==> src/sacm_pkg.sv <==
// ----------------------------------------------------------------------------
// sacm_pkg
// Request and response types, register codes and helpers for the cache.
// ----------------------------------------------------------------------------
`default_nettype none

package sacm_pkg;

   localparam int ADDR_W    = 48;
   localparam int STAMP_W   = 32;
   localparam int CNT_W     = 32;
   localparam int CFG_W     = 4;
   localparam int CSR_IDX_W = 2;
   localparam int SB_W      = 5;
   localparam int SHIFT_W   = 6;
   localparam int OUT_WAY_W = 3;

   localparam logic POLICY_LRU = 1'b1;

   typedef enum logic [CSR_IDX_W-1:0] {
      CSR_SET_BITS   = 2'd0,
      CSR_BLOCK_BITS = 2'd1,
      CSR_WAYS       = 2'd2,
      CSR_POLICY     = 2'd3
   } csr_index_type;

   typedef struct packed {
      logic              func;
      logic [ADDR_W-1:0] address;
   } req_type;

   typedef struct packed {
      logic                 hit;
      logic                 mem_read;
      logic                 mem_write;
      logic [OUT_WAY_W-1:0] way;
      logic [CNT_W-1:0]     hit_total;
      logic [CNT_W-1:0]     read_total;
      logic [CNT_W-1:0]     write_total;
   } rsp_type;

   function automatic logic [CNT_W-1:0] sat_inc(input logic [CNT_W-1:0] v);
      return (v == '1) ? v : v + CNT_W'(1);
   endfunction

endpackage

`default_nettype wire

==> src/sacm_select.sv <==
// ----------------------------------------------------------------------------
// sacm_select
// Way selection for one set: tag match, first free way, oldest-stamp victim.
// ----------------------------------------------------------------------------
`default_nettype none

module sacm_select
   import sacm_pkg::*;
#(
   parameter int MAX_WAYS   = 8,
   parameter int TAG_W      = 48,
   localparam int WCNT_W    = $clog2(MAX_WAYS + 1),
   localparam int WAY_IDX_W = (MAX_WAYS > 1) ? $clog2(MAX_WAYS) : 1
) (
   input  wire logic [MAX_WAYS-1:0]              valid,
   input  wire logic [MAX_WAYS-1:0][TAG_W-1:0]   tags,
   input  wire logic [MAX_WAYS-1:0][STAMP_W-1:0] fill_stamps,
   input  wire logic [MAX_WAYS-1:0][STAMP_W-1:0] use_stamps,
   input  wire logic [TAG_W-1:0]                 key_tag,
   input  wire logic [WCNT_W-1:0]                ways_eff,
   input  wire logic                             lru,
   output      logic                             hit,
   output      logic [WAY_IDX_W-1:0]             way
);

   localparam int LEAVES = 1 << WAY_IDX_W;
   localparam int NODES  = 2 * LEAVES - 1;

   logic [MAX_WAYS-1:0]  in_use;
   logic [MAX_WAYS-1:0]  match;
   logic [MAX_WAYS-1:0]  free;
   logic [WAY_IDX_W-1:0] hit_way;
   logic [WAY_IDX_W-1:0] free_way;

   logic [STAMP_W-1:0]   nd_stamp [NODES];
   logic [WAY_IDX_W-1:0] nd_idx   [NODES];
   logic                 nd_pres  [NODES];

   for (genvar w = 0; w < MAX_WAYS; w++) begin : g_way
      assign in_use[w] = (WCNT_W'(w) < ways_eff);
      assign match[w]  = valid[w] && in_use[w] && (tags[w] == key_tag);
      assign free[w]   = !valid[w] && in_use[w];
   end

   // lowest-numbered way wins
   always_comb begin
      hit_way  = '0;
      free_way = '0;
      for (int w = MAX_WAYS - 1; w >= 0; w--) begin
         if (match[w]) begin
            hit_way = WAY_IDX_W'(w);
         end
         if (free[w]) begin
            free_way = WAY_IDX_W'(w);
         end
      end
   end

   // Leaves of the victim tree; padding leaves never win
   for (genvar i = 0; i < LEAVES; i++) begin : g_leaf
      if (i < MAX_WAYS) begin : g_real
         assign nd_pres[LEAVES-1+i]  = in_use[i];
         assign nd_stamp[LEAVES-1+i] = lru ? use_stamps[i] : fill_stamps[i];
      end else begin : g_pad
         assign nd_pres[LEAVES-1+i]  = 1'b0;
         assign nd_stamp[LEAVES-1+i] = '0;
      end
      assign nd_idx[LEAVES-1+i] = WAY_IDX_W'(i);
   end

   // Keep the left child on equal stamps so the lower way wins ties
   for (genvar n = 0; n < LEAVES - 1; n++) begin : g_node
      logic take_left;
      assign take_left = nd_pres[2*n+1] &&
                         (!nd_pres[2*n+2] || (nd_stamp[2*n+1] <= nd_stamp[2*n+2]));
      assign nd_pres[n]  = nd_pres[2*n+1] || nd_pres[2*n+2];
      assign nd_stamp[n] = take_left ? nd_stamp[2*n+1] : nd_stamp[2*n+2];
      assign nd_idx[n]   = take_left ? nd_idx[2*n+1] : nd_idx[2*n+2];
   end

   assign hit = |match;
   assign way = (|match) ? hit_way : ((|free) ? free_way : nd_idx[0]);

endmodule

`default_nettype wire

==> config.mk <==
export PLATFORM = sky130hd
export DESIGN_NAME = sacm_select
export DESIGN_NICKNAME = d
export VERILOG_FILES = /design/src/sacm_pkg.sv /design/src/sacm_select.sv
export SDC_FILE = /design/constraint.sdc
export NUM_CORES = 1
export LEC_CHECK = 0
export BUFFER_PORTS_ARGS = -buffer_cell sky130_fd_sc_hd__buf_2
export CAP_MARGIN = 20
export CORE_AREA = 8 8 365 367
export DETAILED_ROUTE_END_ITERATION = 10
export DIE_AREA = 0 0 373 375
export MAX_ROUTING_LAYER = met4
export SYNTH_ARGS = -nofsm -noshare
export SYNTH_HDL_FRONTEND = slang
export SYNTH_SLANG_ARGS = --single-unit
==> constraint.sdc <==
create_clock -name vclk -period 8.5
set_clock_uncertainty 0.2 [all_clocks]
set_input_delay 0.85 -clock vclk [all_inputs]
set_output_delay 0.85 -clock vclk [all_outputs]
set_load 0.02 [all_outputs]
### After elaboration in Yosys (flattened, before gate mapping)

Index checks and enable logic that the tools add are counted.

| word-level totals | value |
|---|---|
| output and inout bits | 4 |
| input bits | 957 |
| register bits | 0 |

| operators by class | value |
|---|---|
| equal/unequal tests | 8 |
| mux-type cells | 39 |
| order comparisons | 15 |
| reduce and logical (&&, ||, !) cells | 61 |

Operators by type and width:

| operator | count |
|---|---|
| $mux W32 | 14 |
| $eq A48 B48 Y1 | 8 |
| $le A32 B32 Y1 | 7 |
| $mux W3 | 21 |
| $logic_and A1 B1 Y1 | 31 |
| $lt A3 B4 Y1 const A | 4 |
| $reduce_or A8 Y1 | 2 |
| $logic_not A1 Y1 | 15 |
| $logic_or A1 B1 Y1 | 13 |
| $lt A1 B4 Y1 const A | 2 |
| $lt A2 B4 Y1 const A | 2 |
| $mux W1 | 4 |

### Logic depth before layout (Yosys ltp)

| depth | value |
|---|---|
| word-level depth | 15 |
| gate-level depth with buffers | 34 |

### Worst setup path before layout

No wires, ideal clock.

| timing | value |
|---|---|
| path kind | in2out |
| start | input port lru |
| end | output port way[1] |
| stages | 29 |
| slack | -751 ps |
| arrival time | 8,201 ps |
| path through | clkbuf_1 > clkbuf_1 > buf_1 > mux2i_1 > inv_1 > ha_1 > a21oi_1 > nand2_1 > a21o_1 > o41a_1 > o22ai_1 > buf_2 > mux2i_1 > ha_1 > nor2b_1 > o211ai_1 > a2111oi_0 > or4b_2 > a221oi_2 > clkbuf_1 > a21oi_1 > ha_1 > nand4_1 > or4_1 > a311oi_1 > nor3_1 > mux2i_1 > a2111oi_0 > nor2_1 |

| on the way | value |
|---|---|
| longest elaborated chain between the ends | 15 |

Ends and longest elaborated chain:

| item | line | RTL |
|---|---|---|
| start: declaration | sacm_select.sv:21 | `input wire logic lru,` |
| $mux W32 | sacm_select.sv:63 | `assign nd_stamp[LEAVES-1+i] = lru ? use_stamps[i] : fill_stamps[i];` |
| $le A32 B32 Y1 | sacm_select.sv:75 | `(!nd_pres[2*n+2] \|\| (nd_stamp[2*n+1] <= nd_stamp[2*n+2]));` |
| $logic_or A1 B1 Y1 | sacm_select.sv:75 |  |
| $logic_and A1 B1 Y1 | sacm_select.sv:74 | `assign take_left = nd_pres[2*n+1] &&` |
| $mux W32 | sacm_select.sv:77 | `assign nd_stamp[n] = take_left ? nd_stamp[2*n+1] : nd_stamp[2*n+2];` |
| $le A32 B32 Y1 | sacm_select.sv:75 |  |
| $logic_or A1 B1 Y1 | sacm_select.sv:75 |  |
| $logic_and A1 B1 Y1 | sacm_select.sv:74 |  |
| $mux W32 | sacm_select.sv:77 |  |
| $le A32 B32 Y1 | sacm_select.sv:75 |  |
| $logic_or A1 B1 Y1 | sacm_select.sv:75 |  |
| $logic_and A1 B1 Y1 | sacm_select.sv:74 |  |
| $mux W3 (*) | sacm_select.sv:78 | `assign nd_idx[n] = take_left ? nd_idx[2*n+1] : nd_idx[2*n+2];` |
| $mux W3 (*) (2 in series) | sacm_select.sv:82 | `assign way = (\|match) ? hit_way : ((\|free) ? free_way : nd_idx[0]);` |
| end: declaration | sacm_select.sv:23 | `output logic [WAY_IDX_W-1:0] way` |

Every way passes the cells marked *; elsewhere a longest branch is shown, timed or not.

### Final worst setup path

Same ends and word-level chain as after synthesis.

==> run summary <==
Status - complete, but fails checks
Failing checks - negative setup slack
HP Class - in2out
Buf/Inv on CP - 16
Area grow syn2layout - 74.8%
Static leakage - 13.8 nW
Post-synthesis compound-gate area fraction - 11.1%
Total power - 2.78 mW
MaxCap Viol Count - 0
Final WS setup - -1.08 ns
Min cycle time layout - 9.58 ns
CP startpoint kind - input port
Top cells by area, synth - mux2i_1, ha_1, xnor2_1
Avg Inst Size Synth - 7.59 um2
Mux cell area share after synthesis - 25.9%
Crit-path slowest cell - or4b_4
Critical path arrival - 8.53 ns
Vias in the first global route - 25400
Core Util, Final - 23.0%
Post-DP HPWL - 143000 um
Worst setup path class - in2out
Worst setup EP type - output pin
Via count - 24000
Fraction of layout cells with a size suffix above 1 - 50.2%
Post-synth top area cell - mux2i_1
Post-Synth Adder-Cell Area - 16.8%
Largest net degree at the start of global routing - 29
Final period util - 113%
ANT nets after route - 0
GPL Wtd Cong - 1.00
Crit-path max cell delay - 0.55 ns
Post-synthesis xor/xnor area fraction - 17.5%
IO Port Bufs - 961
Post-synth top area share - 17.4%
Pre-antenna DRT Iters - 6
Vias per inst - 4.55
Simple logic cell fraction of the synthesized area - 21.6%
Unrepaired setup endpoints after global routing - yes
Syn Nets - 3381
Core ar. - 127000 um2
Hold_sp - valid[0]
Reg area - 0 um2
Critical path's top delay family - buffers and inverters
First-pass GRT wire length - 212000 um
Worst-case vdd ir drop - 0.0512 mV
FF+latch count - 0
DRC - 0
Drt total wl - 164000 um
IO Pins - 961
Nets - 4715
DIE AREA - 140000 um2
Largest family of logic cells by synthesized area - multiplexers
WP data required - 7.45 ns
Design Area, Final - 29200 um2
Fmax - 104 MHz
Final setup fails - 3
Inst Count DP - 5114
Crit path top cell by count - buf_4
Post-Place Cell Area - 26300 um2
Clock buf count - 0
Row count - 131
Crit Path Max Fanout - 14
Ys Warns - 0
Wire length per cell - 31.1 um
Final Max Tran Viols - 0
Hold Path End - way[0]
Synthesized area - 16700 um2
Max-Slew Margin vs Limit - 26.2%
Final non-filler cell total - 5269
Initial Utilization - 13.1%
Yosys cell types - 65
Worst hold stages - 5
Syn Inst Count - 2200
Gr ovfl total - 0
Die width - 373 um
Die Y - 375 um
Place WS - -2.56 ns
Total track usage - 22.4%
Initial drt markers - 1913
Critical path origin - lru
Synth top cells by count - mux2i_1, xnor2_1, ha_1
Count leader, synth - mux2i_1
Sequential area share after synthesis - 0%
Cell Pwr Density - 95.2 nW/um2
Initial antenna violation count - 112
Fin. Hold Viols - 0
Least-Margin Pin Slew - 1.10 ns
## per-stage QoR
| step | setup TNS [ns] | hold WS (ns) |
|---|---|---|
| floorplan | 0 | 1.82 |
| finish | -3.14 | 2.12 |
| global route | -4.05 | 2.14 |
| global placement | -7.65 | 2.17 |
| CTS | -3.21 | 2.13 |
| detailed placement | -7.39 | 2.15 |
## cell families (layout without fill, tap and decap cells)
logic type / after synthesis / after routing
buf+inv: 304 / 1636
mux: 416 / 416
simple gates: 635 / 635
fa+ha+maj: 224 / 224
xor+xnor: 332 / 332
compound gates: 289 / 289
other cells: 0 / 75
## worst max-delay path by stage
stage	slack [ns]	cells past startpoint	end
after floorplan	0.06	33	way[1]
after global placement	-2.65	37	way[1]
after detailed placement	-2.56	37	way[1]
after CTS	-1.17	38	way[1]
after global routing	-1.37	42	way[0]
final	-1.08	40	way[1]
## metal layers
metal | global-route usage (%) | up-vias | wire length, um
met4 | 8.00 | 0 | 7690
li1 | - | 10900 | -
met3 | 5.67 | 300 | 12900
met1 | 23.3 | 11500 | 59900
met2 | 40.7 | 1285 | 83400
met5 | - | - | 0
## power breakdown
part | leakage, nW | total (mW) | switching, mW | internal (mW)
logic | 13.8 | 2.78 | 1.46 | 1.32
registers | 0 | 0 | 0 | 0
clock network | 0.000478 | 0.00000103 | 0 | 0.00000103
total | 13.8 | 2.78 | 1.46 | 1.32
## timing repair
item,4_1_cts,5_1_grt
pin swaps,44,55
resized for setup,199,124
hold endpoints to repair,0,0
hold buffers,0,0
gates cloned,14,6
setup buffers,36,27
setup endpoints to repair,3,3
## cells in the final DEF (no fill, tap or decap), types with 12 or more instances in the layout
master / count
buf_12: 18
buf_6: 17
nand2_1: 80
nor2b_1: 25
buf_4: 413
mux2i_1: 184
diode_2: 75
mux2i_4: 45
a21oi_1: 92
nand4_1: 157
a21o_1: 16
nand2b_1: 68
or4_1: 16
xor2_1: 95
nand3_1: 56
o2111ai_1: 15
mux2i_2: 62
ha_1: 208
inv_1: 198
nor4_1: 56
a21oi_2: 23
mux2_4: 16
buf_2: 958
mux2_2: 109
o211ai_1: 13
nor2_1: 70
ha_4: 16
xnor2_1: 236
buf_16: 16
a22oi_1: 12
o21ai_0: 34
nor3_1: 29
## final cells by class
cell class,instances,area [um2]
Tap cell,1662,2080
Inverter,201,754
Multi-Input combinational cell,1896,17000
Timing Repair Buffer,1435,9150
Antenna cell,75,188
Fill cell,14200,97800
(Power assumes the default switching activity.)
